<file path="config.mk">
export PLATFORM = sky130hd
export DESIGN_NAME = websocket_frame_deframer_top
export DESIGN_NICKNAME = d
export VERILOG_FILES = /design/src/sv/wsd_pkg.sv /design/src/sv/wsd_parser.sv /design/src/sv/wsd_outq.sv /design/src/sv/websocket_frame_deframer_top.sv
export SDC_FILE = /design/constraint.sdc
export NUM_CORES = 1
export LEC_CHECK = 0
export ABC_AREA = 1
export BUFFER_PORTS_ARGS = -buffer_cell sky130_fd_sc_hd__buf_2
export CAP_MARGIN = 40
export CORE_MARGIN = 10
export CORE_UTILIZATION = 40
export DETAILED_ROUTE_END_ITERATION = 16
export PLACE_DENSITY = 0.57
export SYNTH_ARGS = -nofsm -noshare
export SYNTH_HDL_FRONTEND = slang
export SYNTH_SLANG_ARGS = --single-unit
export TNS_END_PERCENT = 10
</file>
<file path="constraint.sdc">
create_clock -name clock -period 3.1 [get_ports clock]
set_input_delay 0.62 -clock clock [delete_from_list [all_inputs] [get_ports clock]]
set_output_delay 0.62 -clock clock [all_outputs]
set_load 0.005 [all_outputs]
</file>
<file path="src/sv/wsd_pkg.sv">
// Shared types and constants for the WebSocket receive deframer.
package wsd_pkg;

   typedef enum logic [2:0] {
      PH_HANDSHAKE = 3'd0,
      PH_SKIP      = 3'd1,
      PH_LEN7      = 3'd2,
      PH_EXTLEN    = 3'd3,
      PH_KEY       = 3'd4,
      PH_DATA      = 3'd5
   } phase_type;

   typedef enum logic [1:0] {
      LS_NONE  = 2'd0,
      LS_TWO   = 2'd1,
      LS_EIGHT = 2'd2
   } len_size_type;

   // 7-bit length escape code for the two-byte extended length and handshake terminator bytes
   localparam logic [6:0] LEN7_EXT16 = 7'd126;
   localparam logic [7:0] BYTE_CR    = 8'h0d;
   localparam logic [7:0] BYTE_LF    = 8'h0a;

   // Extended length and mask key byte counts
   localparam logic [3:0] EXT16_BYTES     = 4'd2;
   localparam logic [3:0] EXT64_BYTES     = 4'd8;
   localparam logic [3:0] EXT64_LOW_START = 4'd4;
   localparam logic [3:0] KEY_BYTES       = 4'd4;

   typedef struct packed {
      logic [7:0] payload_byte;
      logic       byte_present;
      logic       frame_last;
      logic       handshake_done;
   } rsp_type;

endpackage

</file>
<file path="src/sv/wsd_parser.sv">
// Frame parser: connection state registers and per-byte next-state logic.
module wsd_parser
   import wsd_pkg::*;
#(
   parameter int LENGTH_BITS = 32
) (
   input  logic       clock,
   input  logic       reset,
   input  logic       fire,
   input  logic [7:0] rx_byte,
   input  logic       restart,
   output logic       res_valid,
   output rsp_type    res
);

   phase_type              phase_ff, phase_in;
   logic [1:0]             term_ff, term_in;
   logic [3:0]             hc_ff, hc_in;
   len_size_type           ls_ff, ls_in;
   logic                   masked_ff, masked_in;
   logic [31:0]            key_ff, key_in;
   logic [LENGTH_BITS-1:0] rl_ff, rl_in;
   logic [1:0]             mi_ff, mi_in;
   logic                   hdr_done;
   logic [7:0]             key_byte;

   always_ff @(posedge clock) begin
      if (reset) begin
         phase_ff  <= PH_HANDSHAKE;
         term_ff   <= 2'd0;
         hc_ff     <= 4'd0;
         ls_ff     <= LS_NONE;
         masked_ff <= 1'b0;
         key_ff    <= 32'd0;
         rl_ff     <= '0;
         mi_ff     <= 2'd0;
      end else begin
         phase_ff  <= phase_in;
         term_ff   <= term_in;
         hc_ff     <= hc_in;
         ls_ff     <= ls_in;
         masked_ff <= masked_in;
         key_ff    <= key_in;
         rl_ff     <= rl_in;
         mi_ff     <= mi_in;
      end
   end

   always_comb begin
      case (mi_ff)
         2'd0:    key_byte = key_ff[31:24];
         2'd1:    key_byte = key_ff[23:16];
         2'd2:    key_byte = key_ff[15:8];
         default: key_byte = key_ff[7:0];
      endcase
   end

   always_comb begin
      phase_in  = phase_ff;
      term_in   = term_ff;
      hc_in     = hc_ff;
      ls_in     = ls_ff;
      masked_in = masked_ff;
      key_in    = key_ff;
      rl_in     = rl_ff;
      mi_in     = mi_ff;
      hdr_done  = 1'b0;
      res_valid = 1'b0;
      res       = '0;
      if (fire) begin
         if (restart) begin
            phase_in  = PH_HANDSHAKE;
            term_in   = 2'd0;
            hc_in     = 4'd0;
            ls_in     = LS_NONE;
            masked_in = 1'b0;
            key_in    = 32'd0;
            rl_in     = '0;
            mi_in     = 2'd0;
         end else begin
            unique case (phase_ff)
               PH_SKIP: begin
                  phase_in = PH_LEN7;
               end
               PH_LEN7: begin
                  masked_in = rx_byte[7];
                  hc_in     = 4'd0;
                  if (rx_byte[6:0] < LEN7_EXT16) begin
                     ls_in    = LS_NONE;
                     rl_in    = LENGTH_BITS'(rx_byte[6:0]);
                     hdr_done = 1'b1;
                  end else begin
                     rl_in    = '0;
                     ls_in    = (rx_byte[6:0] == LEN7_EXT16) ? LS_TWO : LS_EIGHT;
                     phase_in = PH_EXTLEN;
                  end
               end
               PH_EXTLEN: begin
                  // 64-bit length: only the low four bytes shift in
                  if (ls_ff == LS_TWO || hc_ff >= EXT64_LOW_START) begin
                     rl_in = {rl_ff[LENGTH_BITS-9:0], rx_byte};
                  end
                  hc_in = hc_ff + 4'd1;
                  if (hc_in >= ((ls_ff == LS_TWO) ? EXT16_BYTES : EXT64_BYTES)) begin
                     hdr_done = 1'b1;
                  end
               end
               PH_KEY: begin
                  key_in = {key_ff[23:0], rx_byte};
                  hc_in  = hc_ff + 4'd1;
                  if (hc_in >= KEY_BYTES) begin
                     hc_in = 4'd0;
                     mi_in = 2'd0;
                     if (rl_ff == '0) begin
                        phase_in       = PH_SKIP;
                        res_valid      = 1'b1;
                        res.frame_last = 1'b1;
                     end else begin
                        phase_in = PH_DATA;
                     end
                  end
               end
               PH_DATA: begin
                  mi_in            = mi_ff + 2'd1;
                  rl_in            = rl_ff - LENGTH_BITS'(1);
                  res_valid        = 1'b1;
                  res.payload_byte = rx_byte ^ (masked_ff ? key_byte : 8'd0);
                  res.byte_present = 1'b1;
                  if (rl_in == '0) begin
                     phase_in       = PH_SKIP;
                     res.frame_last = 1'b1;
                  end
               end
               default: begin
                  // handshake wait: match CR LF CR LF anywhere in the stream
                  phase_in = PH_HANDSHAKE;
                  if (rx_byte == BYTE_CR) begin
                     term_in = (term_ff == 2'd2) ? 2'd3 : 2'd1;
                  end else if (rx_byte == BYTE_LF) begin
                     if (term_ff == 2'd3) begin
                        term_in            = 2'd0;
                        phase_in           = PH_SKIP;
                        res_valid          = 1'b1;
                        res.handshake_done = 1'b1;
                     end else begin
                        term_in = (term_ff == 2'd1) ? 2'd2 : 2'd0;
                     end
                  end else begin
                     term_in = 2'd0;
                  end
               end
            endcase
            // header complete: mask key next, payload, or empty-frame marker
            if (hdr_done) begin
               hc_in = 4'd0;
               if (masked_in) begin
                  phase_in = PH_KEY;
               end else begin
                  mi_in = 2'd0;
                  if (rl_in == '0) begin
                     phase_in       = PH_SKIP;
                     res_valid      = 1'b1;
                     res.frame_last = 1'b1;
                  end else begin
                     phase_in = PH_DATA;
                  end
               end
            end
         end
      end
   end

   a_byte_only_in_data: assert property (@(posedge clock) disable iff (reset)
      res_valid && res.byte_present |-> phase_ff == PH_DATA)
      else $error("payload byte emitted outside payload phase");

   a_hs_then_skip: assert property (@(posedge clock) disable iff (reset)
      res_valid && res.handshake_done |=> phase_ff == PH_SKIP)
      else $error("handshake marker not followed by frame header");

   a_marker_clean: assert property (@(posedge clock) disable iff (reset)
      res_valid && !res.byte_present |-> res.payload_byte == 8'd0
                                         && (res.frame_last != res.handshake_done))
      else $error("malformed marker transaction");

endmodule

</file>
<file path="src/sv/wsd_outq.sv">
// Two-entry result queue: output register plus skid register.
module wsd_outq
   import wsd_pkg::*;
(
   input  logic    clock,
   input  logic    reset,
   input  logic    push,
   input  rsp_type push_data,
   output logic    full,
   output logic    out_valid,
   output rsp_type out_data,
   input  logic    out_stall
);

   logic    out_valid_ff, out_valid_in;
   logic    skid_valid_ff, skid_valid_in;
   rsp_type out_data_ff, out_data_in;
   rsp_type skid_data_ff, skid_data_in;
   logic    pop;

   assign pop       = out_valid_ff && !out_stall;
   assign full      = skid_valid_ff;
   assign out_valid = out_valid_ff;
   assign out_data  = out_data_ff;

   always_comb begin
      out_valid_in  = out_valid_ff;
      skid_valid_in = skid_valid_ff;
      out_data_in   = out_data_ff;
      skid_data_in  = skid_data_ff;
      if (skid_valid_ff) begin
         if (pop) begin
            out_data_in   = skid_data_ff;
            skid_valid_in = 1'b0;
         end
      end else if (push) begin
         if (!out_valid_ff || pop) begin
            out_data_in  = push_data;
            out_valid_in = 1'b1;
         end else begin
            skid_data_in  = push_data;
            skid_valid_in = 1'b1;
         end
      end else if (pop) begin
         out_valid_in = 1'b0;
      end
   end

   always_ff @(posedge clock) begin
      if (reset) begin
         out_valid_ff  <= 1'b0;
         skid_valid_ff <= 1'b0;
      end else begin
         out_valid_ff  <= out_valid_in;
         skid_valid_ff <= skid_valid_in;
      end
      out_data_ff  <= out_data_in;
      skid_data_ff <= skid_data_in;
   end

   a_skid_behind_out: assert property (@(posedge clock) disable iff (reset)
      skid_valid_ff |-> out_valid_ff)
      else $error("skid entry held with empty output register");

   a_no_push_when_full: assert property (@(posedge clock) disable iff (reset)
      skid_valid_ff |-> !push)
      else $error("push into full result queue");

endmodule

</file>
<file path="src/sv/websocket_frame_deframer_top.sv">
// Top level of the WebSocket receive deframer: input register, parser, result queue.
// Each byte is held in the input register, parsed, and its result registered in the
// result queue's output register; a full queue holds the byte in the input register.
// Throughput: one byte per cycle, sustained while the result side keeps up.
// The input register and the two-entry result queue decouple the channels.
// Reset (synchronous, active high) returns to handshake wait and empties all stages.
// A restart byte clears the connection state the same way, without a result.
module websocket_frame_deframer_top
   import wsd_pkg::*;
#(
   parameter int LENGTH_BITS = 32
) (
   input  logic       clock,
   input  logic       reset,
   // received byte stream
   input  logic       req_valid,
   output logic       req_stall,
   input  logic [7:0] req_rx_byte,
   input  logic       req_restart,
   // unmasked payload and markers
   output logic       rsp_valid,
   input  logic       rsp_stall,
   output logic [7:0] rsp_payload_byte,
   output logic       rsp_byte_present,
   output logic       rsp_frame_last,
   output logic       rsp_handshake_done
);

   // Input register: one byte waiting for the parser
   logic       in_valid_ff, in_valid_in;
   logic [7:0] in_byte_ff, in_byte_in;
   logic       in_restart_ff, in_restart_in;

   logic    q_full;
   logic    fire;
   logic    res_valid;
   rsp_type res;
   rsp_type out_data;

   // The parser consumes the held byte whenever the queue has a free slot; a
   // full queue only arises after the result side has stalled.
   assign fire      = in_valid_ff && !q_full;
   assign req_stall = in_valid_ff && q_full;

   always_comb begin
      in_valid_in   = in_valid_ff;
      in_byte_in    = in_byte_ff;
      in_restart_in = in_restart_ff;
      if (!req_stall) begin
         in_valid_in   = req_valid;
         in_byte_in    = req_rx_byte;
         in_restart_in = req_restart;
      end
   end

   always_ff @(posedge clock) begin
      if (reset) begin
         in_valid_ff <= 1'b0;
      end else begin
         in_valid_ff <= in_valid_in;
      end
      in_byte_ff    <= in_byte_in;
      in_restart_ff <= in_restart_in;
   end

   // Per-byte frame parsing against the connection state
   wsd_parser #(
      .LENGTH_BITS (LENGTH_BITS)
   ) u_parser (
      .clock     (clock),
      .reset     (reset),
      .fire      (fire),
      .rx_byte   (in_byte_ff),
      .restart   (in_restart_ff),
      .res_valid (res_valid),
      .res       (res)
   );

   // Result register with skid slot
   wsd_outq u_outq (
      .clock     (clock),
      .reset     (reset),
      .push      (res_valid),
      .push_data (res),
      .full      (q_full),
      .out_valid (rsp_valid),
      .out_data  (out_data),
      .out_stall (rsp_stall)
   );

   assign rsp_payload_byte   = out_data.payload_byte;
   assign rsp_byte_present   = out_data.byte_present;
   assign rsp_frame_last     = out_data.frame_last;
   assign rsp_handshake_done = out_data.handshake_done;

   a_stall_only_when_held: assert property (@(posedge clock) disable iff (reset)
      req_stall |-> in_valid_ff && rsp_valid)
      else $error("input stalled with nothing pending downstream");

   a_held_byte_kept: assert property (@(posedge clock) disable iff (reset)
      req_stall |=> in_valid_ff && $stable(in_byte_ff) && $stable(in_restart_ff))
      else $error("held input transaction changed while stalled");

endmodule

</file>
==> reports/metrics.cfg, run 1 <==
[placement]
hpwl_mm=15.2
preCtsSetupSlack_ns=-0.0356
place_inst=1291
port-buffer-count=25
place.gp.congestion=0.924

[pwr]
irDropWorstVdd_v=0.000312
power.density_mw_per_mm2=404
power.leakage_nw=3.33

[yosys]
synth-edff-count=31
synth_compound_area_share_pct=15.9
yosys_register_bits=112
synth_cell_types=47
syn_nets=1074
synth_area_per_cell_um2=6.45
yosys.area_share.simple_pct=36.4
ys.warnings.count=0
ys.flop_type=dfxtp_1
synth_top_cell_by_area=dfxtp_1
yosysMostFrequentCell=nand2_1
seq_area_frac_synth_pct=37.6
synth_xor_area_share_pct=0.516
synth_fa_ha_area_share_pct=1.66
synth.top_cell.area_share_pct=23.9
synth_area_mm2=0.00679
synthTopCellsByCount=nand2_1 (361), nor2_1 (131), inv_1 (97)
synth.area.top_cells=dfxtp_1 (24%), nand2_1 (20%), edfxtp_1 (14%)
synth_top_family_by_area=simple AND/OR/NAND/NOR gates
synthArstFlopShare_pct=0
synthMuxAreaShare_pct=0
synth_cells=1052

[global_routing]
grt_use_total_pct=18.5
grt_start_max_net_pins=50
grt_pass1_vias=6132
gr-total-overflow=0
antenna_found_initial=0
grt_pass1_wl_mm=33.6

[floorplan]
pin_count=26
placementRows=47
die_h_um=150
core_area_mm2=0.0166
die_x_um=150
die_area_mm2=0.0226
initial_utilization_pct=40.9

[sta]
min_period_ns=2.90
timing.fmax_ghz=0.344
drv_slew=0
setup_viol=0
fin_skew_ns=0.0140
fin_crit_sh_pct=93.7
tightest_slew_ns=0.779
slew_headroom_pct=47.9
worst_slack_ns=0.196
hold_violations=0

[cells_and_area]
area_growth_pct=13.6
n_fill_cell=1783
fin_nets=1109
final_cells=1312
drive_gt1_share_pct=10.3
diodes=0

[clocking]
insertion_delay_ns=0.36
htree_levels=3
clkTransAtPathRegs_ns=0.09
root_buffer=clkbuf_16
cts-hold-fix-buffers=0
cts_tree=yes
clock_path_buffers=2
cts.sinks=112
cts_buffers=9

[worst_setup_path]
reg2reg_slack_ns=0.20
slowest_stage=dfxtp_2
required_ns=3.17
end_kind=flop
rr_worst_depth=20
worstSetupPathType=reg2reg
worst_r2r_endpoint=u_outq.out_data[6]
slowest_delay_ns=0.35
critPathArrivalTime_ns=2.98
path_delay_family=simple AND/OR/NAND/NOR gates
setup.worst_path.start=u_parser.hc_ff[0]
timing.rr.start=u_parser.hc_ff[0]
cp.depth=20
crit_fanout=6
critPathMostFrequentCell=nand2_1
path_buf_inv=2
crit_end=u_outq.out_data[6]
startpoint_type=flop
crit_chain=ha_1 > inv_1 > ha_1 > a21boi_0 > nand2_1 > nand2_1 > nand2_1 > nand2_1 > nand2_4 > nand2_1 > nor2_1 > nand2_1 > nor2_2 > nand2_1 > nor2_2 > nand3_2 > nand2_2 > nand2_1 > a21oi_2 > buf_6

[drt]
wl_per_cell_um=15.9
vias=6765
ant_nets=0
wirelength_mm=20.9
drc=0
drt_iter0_drc=633
drt_first_pass_iters=5
routed_via_density=5.16

[run]
timing.max_cap.violations=0

[outcome]
status=complete, no violations

[worst_hold_path]
min_path_type=in2reg

==> flip-flops by register name, indices dropped and copies added (netlist names) <==
register / flops
u_outq.full: 1
u_parser.hc_ff: 4
u_parser.rl_ff: 32
u_parser.masked_ff: 1
u_outq.skid_data_ff: 11
u_parser.phase_ff: 3
u_parser.term_ff: 2
u_outq.out_data: 11
u_parser.key_ff: 32
in_restart_ff: 1
in_byte_ff: 8
in_valid_ff: 1
u_parser.mi_ff: 2
u_outq.out_valid: 1
u_parser.ls_ff: 2
==> what timing repair did <==
| item | in CTS | in global routing |
|---|---|---|
| resized for setup | 2 | 16 |
| pin swaps | 0 | 4 |
| gates cloned | 0 | 1 |
| buffers inserted | 0 | 4 |
| endpoints found under the hold margin | 0 | 0 |
| setup endpoints to repair | 20 | 22 |
==> placed cells by master, fill, tap and decap left out, drive strengths merged, types with 2 or more instances in the layout <==
cell type,netlist,layout
a211oi,2,2
a21o,9,9
a21oi,94,94
a22o,7,7
a22oi,18,18
a31oi,10,10
and2,2,2
buf,11,63
clkbuf,28,10
dfxtp,81,81
edfxtp,31,31
ha,9,9
inv,100,104
nand2,366,366
nand3,71,71
nand3b,2,2
nand4,10,10
nor2,137,137
nor3,7,7
nor4,2,2
o21ai,37,37
o21bai,4,4
or2,2,2
xor2,3,3
==> logic make-up (layout without fill, tap and decap cells) <==
kind of cell | Yosys count | in the layout
AND/OR/NAND/NOR | 602 | 602
AO/OA/AOI/OAI | 186 | 186
buffers and inverters | 139 | 179
flip-flops | 112 | 112
adder cells (fa/ha/maj) | 9 | 9
XOR/XNOR | 4 | 4
==> power by group <==
group          internal [mW]  leakage (nW)  switching, mW
registers               1.51         0.903         0.0190
logic                  0.106          2.27          0.237
clock network          0.643         0.151          0.600
==> worst min path at each step <==
stage	from	to	slack (ns)	cells after the start
4_1_cts	req_rx_byte[3]	in_byte_ff[3]	0.42	1
5_1_grt	req_rx_byte[2]	in_byte_ff[2]	0.41	1
3_3_place_gp	u_parser.key_ff[31]	u_parser.key_ff[31]	0.45	2
3_5_place_dp	u_parser.key_ff[26]	u_parser.key_ff[26]	0.46	2
6_report	req_rx_byte[3]	in_byte_ff[3]	0.43	1
2_1_floorplan	u_parser.key_ff[24]	u_parser.key_ff[24]	0.44	2
==> through the flow <==
stage / cell area (um^2) / hold WS (ns) / setup TNS [ns] / util, % / total power, mW
finish: 7710 / 0.427 / 0 / 46.5 / 3.12
global placement: 7320 / 0.451 / -0.993 / 44.1 / 1.90
detailed placement: 7320 / 0.456 / -0.651 / 44.1 / 1.89
floorplan: 6790 / 0.441 / 0 / - / 1.79
global route: 7710 / 0.414 / -0.271 / 46.5 / 3.24
CTS: 7630 / 0.418 / 0 / 46.0 / 3.14
==> routing by layer <==
metal  routed length (um)  track usage (%)  part of all wire (%)  vias up
li1                     -                -                     -     3500
met1                10400             27.0                    50     3053
met2                 8930             26.9                    43      184
met3                 1160             3.81                   5.5       28
met4                  380             4.57                   1.8        0
met5                    0                0                     0        -
==> layout make-up <==
class                           instances  area (um^2)  share of cell area (%)
Sequential cell                       112         2550                    33.1
Tap cell                              220          275                    3.57
Clock buffer                           10          229                    2.97
Inverter                              100          375                    4.87
Timing Repair Buffer                   63          455                    5.91
Multi-Input combinational cell        801         3750                    48.6
Clock inverter                          6         76.3                   0.990
Power figures use the tool's default switching activity.
==> inputs of run 2 (changes only) <==
--- a/config.mk
+++ b/config.mk
@@ -12,6 +12,7 @@
 export CORE_UTILIZATION = 40
 export DETAILED_ROUTE_END_ITERATION = 16
 export PLACE_DENSITY = 0.57
+export REMOVE_ABC_BUFFERS = 1
 export SYNTH_ARGS = -nofsm -noshare
 export SYNTH_HDL_FRONTEND = slang
 export SYNTH_SLANG_ARGS = --single-unit
==> run 2 against run 1 <==
Effect of this change: cell area hardly changed; wire length is 0.87% higher; critical path depth is 4 lower; clock skew is 0.0026 ns higher; flip-flop and latch count stayed put; final cell count is 0.61% lower; die area stayed put; sequential power hardly changed; fmax is 0.49% higher; via count is 2.5% higher; sequential share of layout area hardly changed; critical endpoint is now u_outq.out_data[5]; largest power group unchanged.
==> reports/metrics.cfg, run 2 (same netlist as run 1, synthesis figures left out) <==
[outcome]
status=complete, no violations

[run]
timing.max_cap.violations=0  ; unchanged

[placement]
place_inst=1284  ; -0.54%
port-buffer-count=25  ; unchanged
postPlaceCellArea_mm2=0.00728  ; -0.55%
hpwl_mm=15.4  ; +1.4%
place.gp.congestion=0.944  ; +2.2%
preCtsSetupSlack_ns=0.113  ; +0.149 ns

[global_routing]
grt_pass1_vias=6512  ; +6.2%
gr-total-overflow=0  ; unchanged
antenna_found_initial=0  ; unchanged
grt_start_max_net_pins=50  ; unchanged
grt_pass1_wl_mm=33.9  ; +0.84%
grt_use_total_pct=18.7  ; +0.26 points

[drt]
drt_first_pass_iters=6  ; +1
ant_nets=0  ; unchanged
wirelength_mm=21.1  ; +0.87%
vias=6935  ; +2.5%
routed_via_density=5.32  ; +3.1%
wl_per_cell_um=16.2  ; +1.5%
drc=0  ; unchanged
drt_iter0_drc=473  ; -25%

[worst_setup_path]
end_kind=flop
crit_chain=nor2_1 > nand2_1 > nor2_4 > nand2_2 > inv_1 > nand2_1 > nand3_1 > nand2_1 > nor3_1 > nand2_1 > nor2_2 > nand3_1 > nand2_1 > nand2_1 > a21oi_2 > buf_6
slowest_stage=dfxtp_1
required_ns=3.19  ; +0.02 ns
startpoint_type=flop
critPathMostFrequentCell=nand2_1
worstSetupPathType=reg2reg
crit_fanout=6  ; unchanged
critPathArrivalTime_ns=2.98  ; about the same
slowest_delay_ns=0.38  ; +0.03 ns

[floorplan]
die_area_mm2=0.0226  ; unchanged
pin_count=26  ; unchanged
die_x_um=150  ; unchanged
initial_utilization_pct=40.9  ; unchanged
die_h_um=150  ; unchanged
core_area_mm2=0.0166  ; unchanged
placementRows=47  ; unchanged

[cells_and_area]
final_area_mm2=0.00771  ; about the same
reg_top3=u_parser.key_ff (32), u_parser.rl_ff (32)
finalCoreUtilization_pct=46.5  ; about the same
n_fill_cell=1751  ; -1.8%
fin_nets=1101  ; -0.72%
drive_gt1_share_pct=10.3  ; +0.076 points
final_cells=1304  ; -0.61%
area_growth_pct=13.5  ; about the same
diodes=0  ; unchanged
layout_common_cells=nand2_1 (355), nor2_1 (123), inv_1 (96)
final_common_cell=nand2_1

[pwr]
irDropWorstVdd_v=0.000299  ; -4.2%
power.density_mw_per_mm2=407  ; +0.63%
power.leakage_nw=3.30  ; -0.80%

[sta]
timing.fmax_ghz=0.346  ; +0.49%
worst_slack_ns=0.210  ; +0.0141 ns
setup_viol=0  ; unchanged
hold_violations=0  ; unchanged
tightest_slew_ns=0.687  ; -0.0921 ns
drv_slew=0  ; unchanged
slew_headroom_pct=54.0  ; +6.2 points
fin_skew_ns=0.0166  ; +0.00257 ns
fin_crit_sh_pct=93.2  ; -0.45 points
min_period_ns=2.89  ; -0.0141 ns

[clocking]
insertion_delay_ns=0.38  ; +0.02 ns
cts.sinks=112  ; unchanged
htree_levels=3  ; unchanged
root_buffer=clkbuf_16
cts_tree=yes
cts_buffers=9  ; unchanged
clock_path_buffers=2  ; unchanged
clkTransAtPathRegs_ns=0.09  ; about the same
cts-hold-fix-buffers=0  ; unchanged

[worst_hold_path]
min_path_type=in2reg

-- run 2: report_power, final --
group / leakage (nW) / switching (mW) / internal, mW / total [mW]
logic: 2.24 / 0.239 / 0.105 / 0.344
clock network: 0.156 / 0.660 / 0.597 / 1.26
registers: 0.903 / 0.0205 / 1.51 / 1.53
-- run 2: final cells by class --
class | count | area, um^2 | area share, %
clock inverter | 7 | 96.3 | 1.25
inverter | 100 | 375 | 4.87
multi-input combinational | 801 | 3770 | 48.9
tap | 220 | 275 | 3.57
timing repair buffer | 55 | 408 | 5.29
sequential | 112 | 2550 | 33.2
clock buffer | 9 | 225 | 2.92
-- run 2: through the flow --
step                      hold WS (ns)  TNS (ns)  power (mW)
after floorplan                  0.435    -44.00        1.77
after global placement           0.453         0        1.90
after detailed placement         0.454         0        1.89
after CTS                        0.410         0        3.15
after global routing             0.397    -0.387        3.26
final                            0.418         0        3.13
-- run 2: final timing paths --
kind	startpoint	endpoint	slack (ns)	cells past startpoint
hold / removal	req_rx_byte[6]	in_byte_ff[6]	0.42	1
setup reg to reg	u_parser.rl_ff[4]	u_outq.out_data[5]	0.21	16
setup / recovery	u_parser.rl_ff[4]	u_outq.out_data[5]	0.21	16
hold reg to reg	u_parser.key_ff[31]	u_parser.key_ff[31]	0.47	2
-- run 2: critical path: cells and delay by family (launching register included) --
kind	cells	cell delay (ns)
buf+inv	2	0.27
flops	1	0.38
compound gates	1	0.26
simple gates	13	1.70
-- run 2: layer usage --
metal / track usage [%] / vias up / wire length, um
li1: - / 3487 / -
met4: 4.76 / 0 / 404
met2: 30.8 / 204 / 9920
met5: 0 / - / 0
met3: 4.08 / 33 / 1190
met1: 24.4 / 3211 / 9570
-- run 2: timing repair --
item                                   4_1_cts  5_1_grt
endpoints found under the hold margin        0        0
resized for setup                            0       28
setup endpoints to repair                    0       22
setup buffers                                0        3
==> inputs of run 3 (changes only) <==
--- a/config.mk
+++ b/config.mk
@@ -11,7 +11,8 @@
 export CORE_MARGIN = 10
 export CORE_UTILIZATION = 40
 export DETAILED_ROUTE_END_ITERATION = 16
-export PLACE_DENSITY = 0.57
+export GPL_TIMING_DRIVEN = 0
+export PLACE_DENSITY = 0.54
 export REMOVE_ABC_BUFFERS = 1
 export SYNTH_ARGS = -nofsm -noshare
 export SYNTH_HDL_FRONTEND = slang
==> run 3 against run 2 <==
Effect of this change: cell area increased by 0.32%; non-clock buffer count decreased by 6; utilization increased by 0.15 points; first-iteration DRC count increased by 32%; critical path type unchanged; critical endpoint is now u_outq.out_data[3]; largest power group unchanged; highest routed layer unchanged.
==> reports/metrics.cfg, run 3 (same netlist as run 1, synthesis figures left out) <==
[global_routing]
grt_start_max_net_pins=78  ; +56%
grt_pass1_vias=6175  ; -5.2%
gr-total-overflow=0  ; unchanged
grt_use_total_pct=18.6  ; -0.15 points
grt_pass1_wl_mm=33.6  ; -0.89%
antenna_found_initial=0  ; unchanged

[clocking]
htree_levels=3  ; unchanged
insertion_delay_ns=0.36  ; -0.02 ns
cts_tree=yes
cts_buffers=9  ; unchanged
root_buffer=clkbuf_16
clkTransAtPathRegs_ns=0.08  ; about the same
clock_path_buffers=2  ; unchanged
cts-hold-fix-buffers=0  ; unchanged
cts.sinks=112  ; unchanged

[cells_and_area]
drive_gt1_share_pct=10.4  ; +0.029 points
layout_common_cells=nand2_1 (354), nor2_1 (123), inv_1 (95)
final_cells=1301  ; -0.23%
n_fill_cell=1736  ; -0.86%
final_common_cell=nand2_1
fin_nets=1098  ; -0.27%
reg_top3=u_parser.key_ff (32), u_parser.rl_ff (32)
area_growth_pct=13.9
diodes=0  ; unchanged

[pwr]
power_frac_seq_pct=50.2  ; +1.3 points
clkPwrFrac_pct=38.3  ; -1.8 points
netSwitchingFraction_pct=28.3  ; -0.98 points
power.density_mw_per_mm2=396  ; -2.6%
power.leakage_nw=3.27  ; -0.97%
p_int_mw=2.20  ; -0.88%
combPwrFrac_pct=11.5  ; +0.5 points
switching_power_mw=0.869  ; -5.5%
irDropWorstVdd_v=0.000303  ; +1.3%

[worst_setup_path]
slowest_stage=dfxtp_1
required_ns=3.18  ; about the same
critPathArrivalTime_ns=3.05  ; +0.07 ns
crit_chain=inv_1 > nand3_4 > nand3_4 > nand2_8 > nand2_1 > nand2_1 > nor2_1 > nand2_1 > nor2_1 > nand3_1 > nor2_2 > nand3_2 > nand2_2 > nand2_2 > a21oi_4 > buf_6
path_delay_family=simple AND/OR/NAND/NOR gates
slowest_delay_ns=0.37  ; about the same
path_buf_inv=2  ; unchanged
worstSetupPathType=reg2reg
end_kind=flop
critPathMostFrequentCell=nand2_1
startpoint_type=flop
crit_fanout=26  ; +20

[sta]
whs_ns=0.431  ; +0.0130 ns
timing.fmax_ghz=0.337  ; -2.7%
drv_slew=0  ; unchanged
tightest_slew_ns=0.905  ; +0.218 ns
hold_violations=0  ; unchanged
fin_skew_ns=0.0140  ; -0.00254 ns
min_period_ns=2.97  ; +0.0788 ns
setup_viol=0  ; unchanged
slew_headroom_pct=39.7  ; -14 points
fin_crit_sh_pct=95.8  ; +2.5 points

[worst_hold_path]
min_path_type=in2reg

[placement]
port-buffer-count=25  ; unchanged
place.gp.congestion=0.919  ; -2.7%
place_inst=1263  ; -1.6%
hpwl_mm=14.5  ; -5.9%

[floorplan]
die_x_um=150  ; unchanged
core_area_mm2=0.0166  ; unchanged
placementRows=47  ; unchanged
initial_utilization_pct=40.9  ; unchanged
die_h_um=150  ; unchanged
die_area_mm2=0.0226  ; unchanged
pin_count=26  ; unchanged

[drt]
routed_via_density=5.23  ; -1.6%
ant_nets=0  ; unchanged
drc=0  ; unchanged
vias=6807  ; -1.8%
wirelength_mm=20.7  ; -2.0%
wl_per_cell_um=15.9  ; -1.8%
drt_iter0_drc=624  ; +32%
drt_first_pass_iters=5  ; -1

[outcome]
status=complete, no violations

[run]
timing.max_cap.violations=0  ; unchanged

## run 3: changes by cell type in the layout (fill, tap and decap cells not counted), moves of 2 or more
cell | before | now
buf_12 | 4 | 0
clkinv_4 | 0 | 2
nand3_1 | 67 | 65
buf_4 | 24 | 20
inv_12 | 2 | 0
nand3_4 | 0 | 2
inv_2 | 4 | 2
buf_16 | 0 | 3
nand2_4 | 0 | 2
clkinvlp_4 | 0 | 4
## run 3: cell type report
class | count | area [um^2] | area share, %
Multi-Input combinational cell | 802 | 3830 | 49.5
Inverter | 100 | 385 | 4.98
Clock inverter | 6 | 62.6 | 0.809
Timing Repair inverter | 2 | 15.0 | 0.194
Timing Repair Buffer | 49 | 379 | 4.90
Tap cell | 220 | 275 | 3.56
Clock buffer | 10 | 229 | 2.96
Sequential cell | 112 | 2550 | 33.0
## run 3: metal layers
layer  GRT usage (%)  vias to the layer above  part of all wire [%]
li1                -                     3478                     -
met1            26.9                     3107                    50
met2            27.1                      202                    42
met3            3.39                       20                   5.8
met4            6.12                        0                   1.7
met5               0                        -                     0
## run 3: per-stage QoR
stage / utilization, % / total power, mW / setup slack [ns] / setup TNS [ns] / cell area (um^2)
after floorplan: - / 1.77 / -0.950 / -44.00 / 6630
after global placement: 42.4 / 1.87 / -3.74 / -287.65 / 7030
after detailed placement: 43.1 / 1.89 / -0.784 / -17.92 / 7150
after CTS: 45.6 / 3.08 / 0.0215 / 0 / 7560
after global routing: 46.6 / 3.21 / -0.00892 / -0.0680 / 7730
final: 46.6 / 3.06 / 0.131 / 0 / 7730
## run 3: worst register-to-register path, stage by stage, from the launching register on
cell and delay [ns]:
dfxtp_1 0.37, inv_1 0.13, nand3_4 0.26, nand3_4 0.24
nand2_8 0.17, nand2_1 0.12, nand2_1 0.06, nor2_1 0.10
nand2_1 0.18, nor2_1 0.16, nand3_1 0.10, nor2_2 0.19
nand3_2 0.11, nand2_2 0.11, nand2_2 0.08, a21oi_4 0.16
buf_6 0.16
## run 3: timing repair
item                                    4_1_cts  5_1_grt
resized for setup                            19       16
cloned                                        2        1
endpoints found under the hold margin         0        0
pin swaps                                     3        5
endpoints found under the setup margin       41       43
buffers inserted                              3       16
## run 3: power by group through the flow
stage                     Combinational, mW  Sequential [mW]  Clock (mW)
after floorplan                       0.203             1.56           0
after global placement                0.301             1.57           0
after detailed placement              0.313             1.57           0
after CTS                             0.326             1.54        1.21
after global routing                  0.394             1.54        1.27
final                                 0.352             1.54        1.17
## run 3: path summary, 6_finish.rpt
kind,startpoint,endpoint,slack [ns],depth (start not counted)
max,u_parser.phase_ff[1],u_outq.out_data[3],0.13,16
max reg2reg,u_parser.phase_ff[1],u_outq.out_data[3],0.13,16
min,req_rx_byte[1],in_byte_ff[1],0.43,1
min reg2reg,u_parser.key_ff[27],u_parser.key_ff[27],0.46,2
